$ cat src/rtl/core/semq_pkg.sv
// semq_pkg: sizes, codes and record types for the semaphore table
// used by the channel interfaces, the two memories and the top level
package semq_pkg;

   localparam int unsigned NUM_SEMS    = 64;
   localparam int unsigned QUEUE_DEPTH = 16;

   localparam int unsigned SLOT_W  = (NUM_SEMS > 1) ? $clog2(NUM_SEMS) : 1;
   localparam int unsigned QPOS_W  = (QUEUE_DEPTH > 1) ? $clog2(QUEUE_DEPTH) : 1;
   localparam int unsigned FILL_W  = $clog2(QUEUE_DEPTH + 1);
   localparam int unsigned SUM_W   = FILL_W + 1;
   localparam int unsigned WADDR_W = $clog2(NUM_SEMS * QUEUE_DEPTH);
   localparam int unsigned COUNT_W = 15;
   localparam int unsigned INDEX_W = 6;
   localparam int unsigned VALUE_W = 16;
   localparam int unsigned WHO_W   = 16;

   typedef enum logic [1:0] {
      KIND_INIT    = 2'd0,
      KIND_DOWN    = 2'd1,
      KIND_UP      = 2'd2,
      KIND_RELEASE = 2'd3
   } req_kind_type;

   typedef enum logic [2:0] {
      STAT_OK         = 3'd0,
      STAT_SUSPENDED  = 3'd1,
      STAT_INVALID    = 3'd2,
      STAT_NEG_START  = 3'd3,
      STAT_TABLE_FULL = 3'd4,
      STAT_IN_USE     = 3'd5,
      STAT_QUEUE_FULL = 3'd6
   } status_type;

   typedef enum logic [1:0] {
      ST_IDLE,
      ST_EXEC,
      ST_WAKE
   } state_type;

   typedef struct packed {
      logic [COUNT_W-1:0] count;
      logic [QPOS_W-1:0]  head;
      logic [FILL_W-1:0]  fill;
   } slot_entry_type;

   typedef struct packed {
      logic              en;
      logic [SLOT_W-1:0] addr;
      logic              in_use;
      slot_entry_type    entry;
   } slot_wr_type;

   typedef struct packed {
      logic               en;
      logic [WADDR_W-1:0] addr;
      logic [WHO_W-1:0]   data;
   } wait_wr_type;

   function automatic logic [WADDR_W-1:0] wait_addr(input logic [SLOT_W-1:0] slot,
                                                     input logic [QPOS_W-1:0] pos);
      return WADDR_W'(slot) * WADDR_W'(QUEUE_DEPTH) + WADDR_W'(pos);
   endfunction

endpackage

$ cat src/rtl/core/semq_slot_mem.sv
// semq_slot_mem: per-semaphore entry memory (count, queue head, queue fill)
// plus in-use flags and lowest-free-slot finder; uses semq_pkg
module semq_slot_mem (
   input  logic                          clock,
   input  logic                          reset,
   input  logic                          rd_en,
   input  logic [semq_pkg::SLOT_W-1:0]   rd_addr,
   output semq_pkg::slot_entry_type      rd_entry,
   output logic                          rd_in_use,
   input  semq_pkg::slot_wr_type         wr,
   output logic                          free_found,
   output logic [semq_pkg::SLOT_W-1:0]   free_slot
);
   import semq_pkg::*;

   slot_entry_type      mem_ff [NUM_SEMS];
   logic [NUM_SEMS-1:0] use_ff;
   slot_entry_type      rd_entry_ff;
   logic                rd_in_use_ff;

   always_ff @(posedge clock) begin
      if (wr.en) begin
         mem_ff[wr.addr] <= wr.entry;
      end
      if (rd_en) begin
         rd_entry_ff  <= mem_ff[rd_addr];
         rd_in_use_ff <= use_ff[rd_addr];
      end
   end

   always_ff @(posedge clock) begin
      if (reset) begin
         use_ff <= '0;
      end else if (wr.en) begin
         use_ff[wr.addr] <= wr.in_use;
      end
   end

   always_comb begin
      free_found = 1'b0;
      free_slot  = '0;
      for (int i = NUM_SEMS - 1; i >= 0; i--) begin
         if (!use_ff[i]) begin
            free_found = 1'b1;
            free_slot  = SLOT_W'(i);
         end
      end
   end

   assign rd_entry  = rd_entry_ff;
   assign rd_in_use = rd_in_use_ff;

endmodule

$ cat config.mk
export PLATFORM = sky130hd
export DESIGN_NAME = semq_slot_mem
export DESIGN_NICKNAME = d
export VERILOG_FILES = /design/src/rtl/core/semq_pkg.sv /design/src/rtl/core/semq_slot_mem.sv
export SDC_FILE = /design/constraint.sdc
export NUM_CORES = 1
export LEC_CHECK = 0
export ABC_CLOCK_PERIOD_IN_PS = 2250
export BUFFER_PORTS_ARGS = -buffer_cell sky130_fd_sc_hd__buf_2
export CAP_MARGIN = 20
export CELL_PAD_IN_SITES_DETAIL_PLACEMENT = 0
export CELL_PAD_IN_SITES_GLOBAL_PLACEMENT = 2
export CORE_UTILIZATION = 45
export DETAILED_ROUTE_END_ITERATION = 6
export PLACE_DENSITY = 0.73
export REMOVE_ABC_BUFFERS = 1
export SLEW_MARGIN = 20
export SYNTH_ARGS = -nofsm -noshare
export SYNTH_HDL_FRONTEND = slang
export SYNTH_SLANG_ARGS = --single-unit
$ cat constraint.sdc
create_clock -name clock -period 2.25 [get_ports clock]
set_input_delay 0.1125 -clock clock [delete_from_list [all_inputs] [get_ports clock]]
set_output_delay 0.1125 -clock clock [all_outputs]
set_load 0.01 [all_outputs]
Yosys cells after proc, flatten, opt, wreduce, memory -nomap -nowiden
Memories as Yosys holds them, arrays and structs flattened. A register that Yosys moved wholly into a read port is not among the register bits. Cells that the tools add are included.

Register bits after elaboration: 65. RAM bits: 1536. Bits of input ports: 41. Output and inout port bits: 32. Memories: 1.

Memory list: mem_ff (depth 64, width 24, read ports 1, clocked after Yosys merged registers in 1, write ports 1, line semq_slot_mem.sv:16) `slot_entry_type mem_ff [NUM_SEMS];`.

Order comparisons: 3. Multiplexer cells: 135. Reductions and logical operators: 1.

Operator list (count): two-way mux 6 bit (64); two-way mux 1 bit (68); bitwise mux 64 bit (1); < comparator 6 x 7 -> 1 bit, second input constant (2); binary-select mux 1 bit (select 6 bit) (1); demux 1 bit (select 6 bit) (1); greater-or-equal comparator 6 x 1 -> 1 bit, second input constant (1); logical AND 1 bit (1).

Logic depth before layout (Yosys ltp)
Gate-level depths: netlist (run 1).

Depth in word-level cells: 64. Gate-level depth with buffers: 9. Gate-level depth less buffers: 6.

Worst setup path after synthesis (run 1)
OpenSTA, ideal clock, no wires.

Path kind: input -> register. Start point: input port wr[28] (netlist name). End point: memory mem_ff[32][0] (netlist name) (enable). Library setup time: 0.406 ns. Arrival time: 1.969 ns. Data required time: 1.844 ns. Path slack: -0.125 ns. Cell stages on the path: 4. Cell sequence: or3b_2 clkbuf_1 clkbuf_1 nor2_1.

RTL lines: start: declaration (line semq_slot_mem.sv:10) `input semq_pkg::slot_wr_type wr,`; end: declaration (line semq_slot_mem.sv:16).

Straight into the memory's write port.

Worst setup path in the final report (run 1)
Start point: register use_ff[15]. End point: output port free_slot[0] (netlist name).

Word-level cells in the longest chain between the ends: 16.

Ends and longest elaborated chain: start: declaration (line semq_slot_mem.sv:17) `logic [NUM_SEMS-1:0] use_ff;`; start signal: indexed assignment (line semq_slot_mem.sv:35) `use_ff[wr.addr] <= wr.in_use;`; two-way mux 6 bit (16 in a row) (line semq_slot_mem.sv:43) `if (!use_ff[i]) begin`; end: declaration (line semq_slot_mem.sv:12) `output logic [semq_pkg::SLOT_W-1:0] free_slot`.

No other way between the ends.

==> results of run 1 <==
## power by group
group / switching [mW] / internal (mW) / leakage [nW]
registers: 0.123 / 33.4 / 14.6
logic: 2.16 / 1.46 / 6.46
clock network: 11.5 / 15.3 / 2.56
total: 13.7 / 50.2 / 23.6
## cell usage in the layout, fill, tap and decap left out, types with 15 or more instances in the layout
cell type,count
clkinv_2,28
nand2_1,145
clkbuf_16,173
a22o_1,50
a221oi_1,48
nor2_2,42
nor2_4,28
buf_4,263
dfxtp_2,25
clkbuf_1,43
dfxtp_1,25
mux4_2,400
buf_2,59
o221ai_1,25
clkinv_1,29
dlygate4sd3_1,30
o21ai_0,75
edfxtp_1,1561
buf_12,115
inv_1,15
a22oi_1,119
a21oi_1,69
## sequential cells by signal (all words and copies together) (netlist names)
signal     count
rd_in_use      1
rd_entry      24
use_ff        64
mem_ff      1536
## cell usage after synthesis (4+ instances only)
library cell,instances
dfxtp_1,64
and4_1,4
o21ai_0,84
edfxtp_1,1561
mux4_2,400
a22o_1,50
inv_1,16
nand4_1,13
clkbuf_1,111
a21oi_1,76
a31oi_1,6
buf_2,27
a221oi_1,50
buf_6,6
a22oi_1,125
nand3_1,17
nand2_1,146
nor2b_1,8
o221ai_1,25
buf_1,18
buf_4,13
nor2_1,76
## metal layers
layer | vias up | wire, µm
met2 | 1689 | 82800
met5 | - | 23
met1 | 17800 | 72600
met4 | 4 | 4900
met3 | 277 | 16300
li1 | 13400 | -
## cells by family (layout without fill, tap and decap cells)
kind of cell / count (synthesis) / count (layout) / share of synthesized area (%)
and+or+nand+nor: 285 / 285 / 1.97
AOI/OAI and AO/OA: 432 / 432 / 4.82
DFF: 1625 / 1625 / 77.4
other: 0 / 3 / 0
muxes: 400 / 400 / 14.5
buffers and inverters: 191 / 795 / 1.36
## through the flow
stage               worst slack (ns)  hold slack (ns)
detailed placement            -0.790            0.522
CTS                           -0.398          0.00824
global route                  -0.490           0.0427
global placement              -0.779            0.512
floorplan                      -2.11            0.182
finish                        -0.371           0.0348
## what timing repair did
| item | CTS | global route |
|---|---|---|
| hold endpoints to repair | 701 | 256 |
| pin swaps | 28 | 8 |
| setup endpoints to repair | 10 | 11 |
| buffers inserted | 25 | 4 |
| hold buffers | 26 | 4 |
| gates resized for setup | 136 | 10 |
## layout make-up
cell class	instances	area [µm²]	share of cell area [%]
flip-flops and latches	1625	48200	64.6
diodes	3	7.51	0.0100
repair buffers	478	5000	6.70
clock buffers	216	4490	6.01
inverters	16	60.1	0.0804
multi-input cells	1117	13900	18.6
clock inverters	85	763	1.02
well taps	1794	2240	3.00
## final timing paths
kind	cells past startpoint	endpoint	slack, ns
setup / recovery	7	free_slot[0]	-0.37
hold / removal	2	mem_ff[0][17]	0.03
setup reg to reg	6	rd_entry[19]	0.03
hold reg to reg	2	use_ff[49]	0.51
==> impl_metrics.env, run 1 <==
export IMPL_run_status="finished with violations"
export IMPL_violations="negative setup slack"
export IMPL_top_usage_layer="met2"
export IMPL_setup_viol=7
export IMPL_r2r_start="mem_ff[14][19]"
export IMPL_cts_sink_count=1625
export IMPL_fillCellCount=10300
export IMPL_rsz0062_at_grt="yes"
export IMPL_skew_ns=0.0265
export IMPL_hold_start="wr[17]"
export IMPL_track_usage_pct=25.5
export IMPL_max_freq_mhz=382
export IMPL_clk_latency_ns=0.80
export IMPL_ios=73
export IMPL_rows=136
export IMPL_crit_slowest_cell="o211ai_1"
export IMPL_cp_data_arrival_time_ns=2.51
export IMPL_synth_area_per_cell_um2=21.2
export IMPL_final_nets=3444
export IMPL_coreArea_mm2=0.137
export IMPL_root_buffer="clkbuf_16"
export IMPL_design_power_total_mw=63.9
export IMPL_cts_tree="built"
export IMPL_design_area_mm2=0.0747
export IMPL_die_w_um=374
export IMPL_synth_cells=2933
export IMPL_place_area_mm2=0.0684
export IMPL_use_met2_pct=39.2
export IMPL_port_buffers=72
export IMPL_tns_ns=-1.74
export IMPL_drc=0
export IMPL_cp_top_family="compound AO/OA/AOI/OAI gates"
export IMPL_synth_distinct_cells=41
export IMPL_grt_max_degree=65
export IMPL_synthesis_area_mm2=0.0622
export IMPL_cts_max_path_buffers=3
export IMPL_syn_to_final_growth_pct=20.0
export IMPL_ys_async_sr_fraction_pct=0
export IMPL_path_clk_slew_ns=0.06
export IMPL_ys_seq_area_share_pct=77.4
export IMPL_drt_initial_drc_count=4291
export IMPL_die_y_um=374
export IMPL_synth_area_leaders="edfxtp_1, mux4_2, dfxtp_1, a22oi_1, nand2_1"
export IMPL_end_kind="output port"
export IMPL_grtUsageMet3_pct=4.40
export IMPL_min_period_over_period_pct=116
export IMPL_critPathMaxStageDelay_ns=0.45
export IMPL_instances_no_fill=5334
export IMPL_synth_warnings=0
export IMPL_post_route_min_period_ns=2.62
export IMPL_fin_ws_ns=-0.371
export IMPL_htree_levels=4
export IMPL_drtPass1Iterations=6
export IMPL_use_met1_pct=37.4
export IMPL_routed_wl_um=177000
export IMPL_synth_seq_cells=1625
export IMPL_crit_buf_inv=1
export IMPL_yosys_most_used_dff="edfxtp_1"
export IMPL_grt_overflow_total=0
export IMPL_yosysTopAreaCell="edfxtp_1"
export IMPL_fin_util_pct=54.4
export IMPL_grt_pass1_vias=33700
export IMPL_worst_pin_slew_ns=0.970
export IMPL_slew_headroom_pct=35.3
export IMPL_min_path_type="input port to flop"
export IMPL_synth_edf_count=1561
export IMPL_hold_viol=0
export IMPL_drv_slew=0
export IMPL_dieArea_mm2=0.140
export IMPL_post_drt_wl_per_cell_um=33.1
export IMPL_cp_cell_sequence="nor2b_1 > o21ai_1 > nand3_2 > a41oi_2 > a2111oi_4 > o211ai_1 > buf_4"
export IMPL_p_per_area_mw_per_mm2=856
export IMPL_drive_gt1_share_pct=35.0
export IMPL_cp_max_fo=2
export IMPL_required_ns=2.14
export IMPL_yosysTopAreaCellShare_pct=75.3
export IMPL_avgViaCountPerCell=6.23
export IMPL_antenna_left=0
export IMPL_dp_cells=4972
export IMPL_max_vdd_ir_drop_v=0.000707
export IMPL_start_util_pct=45.3
export IMPL_maxCapViolCount=0
export IMPL_globalplace_congestion=0.833
export IMPL_critical_path_class="flop to output port"
export IMPL_num_vias=33300
export IMPL_start_kind="flop"
export IMPL_antenna_found_initial=9
export IMPL_dp_hpwl_um=105000
export IMPL_critPathLaunch="use_ff[15]"
export IMPL_grt_pass1_wl_um=250000
export IMPL_leakage_nw=23.6
export IMPL_cts_buffers=165
No activity file was read; power rests on OpenSTA's default activity.
==> inputs of run 2 (changes only) <==
--- a/config.mk
+++ b/config.mk
@@ -5,12 +5,13 @@
 export SDC_FILE = /design/constraint.sdc
 export NUM_CORES = 1
 export LEC_CHECK = 0
+export ABC_AREA = 1
 export ABC_CLOCK_PERIOD_IN_PS = 2250
 export BUFFER_PORTS_ARGS = -buffer_cell sky130_fd_sc_hd__buf_2
 export CAP_MARGIN = 20
 export CELL_PAD_IN_SITES_DETAIL_PLACEMENT = 0
 export CELL_PAD_IN_SITES_GLOBAL_PLACEMENT = 2
-export CORE_UTILIZATION = 45
+export CORE_UTILIZATION = 40
 export DETAILED_ROUTE_END_ITERATION = 6
 export PLACE_DENSITY = 0.73
 export REMOVE_ABC_BUFFERS = 1
==> run 2 against run 1 <==
Against the previous run: largest power group unchanged; hold slack gained 0.0092 ns; wire length is 18% higher; first-iteration DRC count increased by 13%; global-route usage hardly changed; total power increased by 1.3%; cell count up 44%; final area up 3.7%; fmax decreased by 44%; non-clock buffer count grew 118; the flow still finishes with violations (negative setup slack); register-to-register slack improved by 0.16 ns.
==> impl_metrics.env, run 2 <==
export IMPL_post_route_min_period_ns=4.71
export IMPL_min_path_type="input port to flop"
export IMPL_syn_to_final_growth_pct=20.8
export IMPL_synth_mux_area_share_pct=0
export IMPL_antenna_found_initial=10
export IMPL_start_kind="flop"
export IMPL_ios=73
export IMPL_dieArea_mm2=0.162
export IMPL_coreArea_mm2=0.159
export IMPL_synth_warnings=0
export IMPL_max_vdd_ir_drop_v=0.000832
export IMPL_largest_reg_flops=1536
export IMPL_end_kind="output port"
export IMPL_synth_seq_cells=1625
export IMPL_min_period_over_period_pct=209
export IMPL_num_vias=44300
export IMPL_violations="negative setup slack"
export IMPL_synth_xor_area_share_pct=0
export IMPL_path_clk_slew_ns=0.06
export IMPL_clk_latency_ns=0.82
export IMPL_synth_most_common_cell="edfxtp_1"
export IMPL_grt_max_degree=72
export IMPL_port_buffers=72
export IMPL_fin_ws_ns=-2.46
export IMPL_rows=146
export IMPL_largest_register="mem_ff"
export IMPL_yosysTopAreaCell="edfxtp_1"
export IMPL_top_layer_used="met5"
export IMPL_synthesis_area_mm2=0.0641
export IMPL_worstSetupPathDepth=64
export IMPL_cp_data_arrival_time_ns=4.60
export IMPL_grt_pass1_vias=42000
export IMPL_synth_area_leaders="edfxtp_1, o21ai_0, nor2_1, o22ai_1, clkbuf_1"
export IMPL_yosys_area_share_adder_pct=0
export IMPL_grt_overflow_total=0
export IMPL_start_util_pct=40.4
export IMPL_hold_depth=1
export IMPL_setup_viol=7
export IMPL_cts_buffers=171
export IMPL_synth_edf_count=1561
export IMPL_drt_initial_drc_count=4830
export IMPL_htree_levels=4
export IMPL_drive_gt1_share_pct=16.1
export IMPL_drtPass1Iterations=6
export IMPL_drv_slew=0
export IMPL_p_per_area_mw_per_mm2=836
export IMPL_globalplace_congestion=0.819
export IMPL_worstRegToRegCells=8
export IMPL_hold_viol=0
export IMPL_dp_hpwl_um=118000
export IMPL_track_usage_pct=25.5
export IMPL_critical_path_class="flop to output port"
export IMPL_worst_pin_slew_ns=0.958
export IMPL_avgViaCountPerCell=5.78
export IMPL_final_common_cell="edfxtp_1"
export IMPL_synth_top_family_by_area="compound AO/OA/AOI/OAI gates"
export IMPL_die_w_um=402
export IMPL_wl_met2_um=96700
export IMPL_wl_met1_um=93300
export IMPL_critPathMaxStageDelay_ns=0.32
export IMPL_grt_pass1_wl_um=298000
export IMPL_cp_top_family="simple AND/OR/NAND/NOR gates"
export IMPL_antenna_left=0
export IMPL_root_buffer="clkbuf_16"
export IMPL_yosys_top_cells_count="edfxtp_1, nor2_1, o21ai_0"
export IMPL_cts_tree="built"
export IMPL_required_ns=2.14
export IMPL_skew_ns=0.0332
export IMPL_post_drt_wl_per_cell_um=27.2
export IMPL_fin_hold_ws_ns=0.0440
export IMPL_rsz0062_at_grt="yes"
export IMPL_design_area_mm2=0.0775
export IMPL_run_status="finished with violations"
export IMPL_cp_max_fo=2
export IMPL_crit_slowest_cell="dfxtp_2"
export IMPL_most_common_layout_cells="edfxtp_1, nor2_1, o21ai_0, o22ai_1, buf_4"
export IMPL_maxCapViolCount=0
export IMPL_cts_sink_count=1625
export IMPL_die_y_um=402
export IMPL_cts_max_path_buffers=3
export IMPL_yosys_most_used_dff="edfxtp_1"
export IMPL_crit_top_cell="nand2_1"
export IMPL_final_nets=5498
export IMPL_place_area_mm2=0.0717
export IMPL_synth_area_per_cell_um2=12.7
export IMPL_ys_seq_area_share_pct=75.1
export IMPL_yosysTopAreaCellShare_pct=73.1
export IMPL_diodes=0
export IMPL_tns_ns=-5.35
export IMPL_synth_distinct_cells=24
export IMPL_slew_headroom_pct=36.1
export IMPL_drc=0
export IMPL_synth_cells=5065
export IMPL_crit_buf_inv=2
export IMPL_max_freq_mhz=212
export IMPL_routed_wl_um=209000
export IMPL_yosys_area_share_simple_pct=8.17
export IMPL_route_met3_wl_um=14400
export IMPL_leakage_nw=24.9
export IMPL_ys_async_sr_fraction_pct=0
export IMPL_synth_compound_area_share_pct=14.3
==> run 2: cell types whose count changed in the layout (fill, tap and decap cells not counted), moves of 28 or more <==
cell,change
a221oi_1,-48
buf_12,+34
mux4_2,-400
nor2_4,+39
nor2_1,+1076
nor2_2,-40
a22oi_1,-119
nand2_1,+28
a22o_1,-50
o22ai_1,+425
o21ai_0,+973
buf_4,+79
==> run 2: worst paths after layout <==
check | from | slack, ns | end
min reg2reg | use_ff[5] | 0.51 | use_ff[5]
min | wr[18] | 0.04 | mem_ff[28][18]
max reg2reg | mem_ff[33][5] | 0.19 | rd_entry[5]
max | use_ff[63] | -2.46 | free_slot[0]
==> run 2: layout make-up <==
class | count | area (µm²)
clock inverters | 100 | 815
well taps | 2072 | 2590
fillers | 13900 | 81300
flip-flops and latches | 1625 | 48200
repair buffers | 596 | 6290
clock buffers | 212 | 4440
inverters | 34 | 151
multi-input cells | 3029 | 15000
==> run 2: repair_timing <==
item,CTS,global route
resized for setup,21,27
endpoints found under the hold margin,854,0
setup buffers,1,4
pin swaps,14,9
hold buffers,30,0
endpoints found under the setup margin,7,7
==> run 2: per-stage QoR <==
step	total power, mW	instances	worst slack, ns	util (%)
floorplan	35.9	4688	-10.42	-
global placement	38.5	7322	-1.82	45.2
detailed placement	38.6	7322	-1.60	45.2
CTS	65.2	7665	-2.51	48.7
global route	66.6	7668	-3.07	48.8
finish	64.7	7668	-2.46	48.8
==> run 2: cell families after synthesis <==
logic type / after synthesis
AO/OA/AOI/OAI: 1651
flip-flops: 1625
AND/OR/NAND/NOR: 1378
buffers and inverters: 411
==> run 2: routing by layer <==
metal  GRT usage, %  vias up
li1               -    19700
met1           37.1    22700
met2           40.4     1648
met5              0        -
met4           6.57        2
met3           3.47      242
==> run 2: report_power, final <==
part,leakage (nW),switching (mW),internal [mW]
sequential,14.6,0.0725,33.4
clock,2.57,11.9,14.8
combinational,7.73,3.04,1.47
total,24.9,15.1,49.7
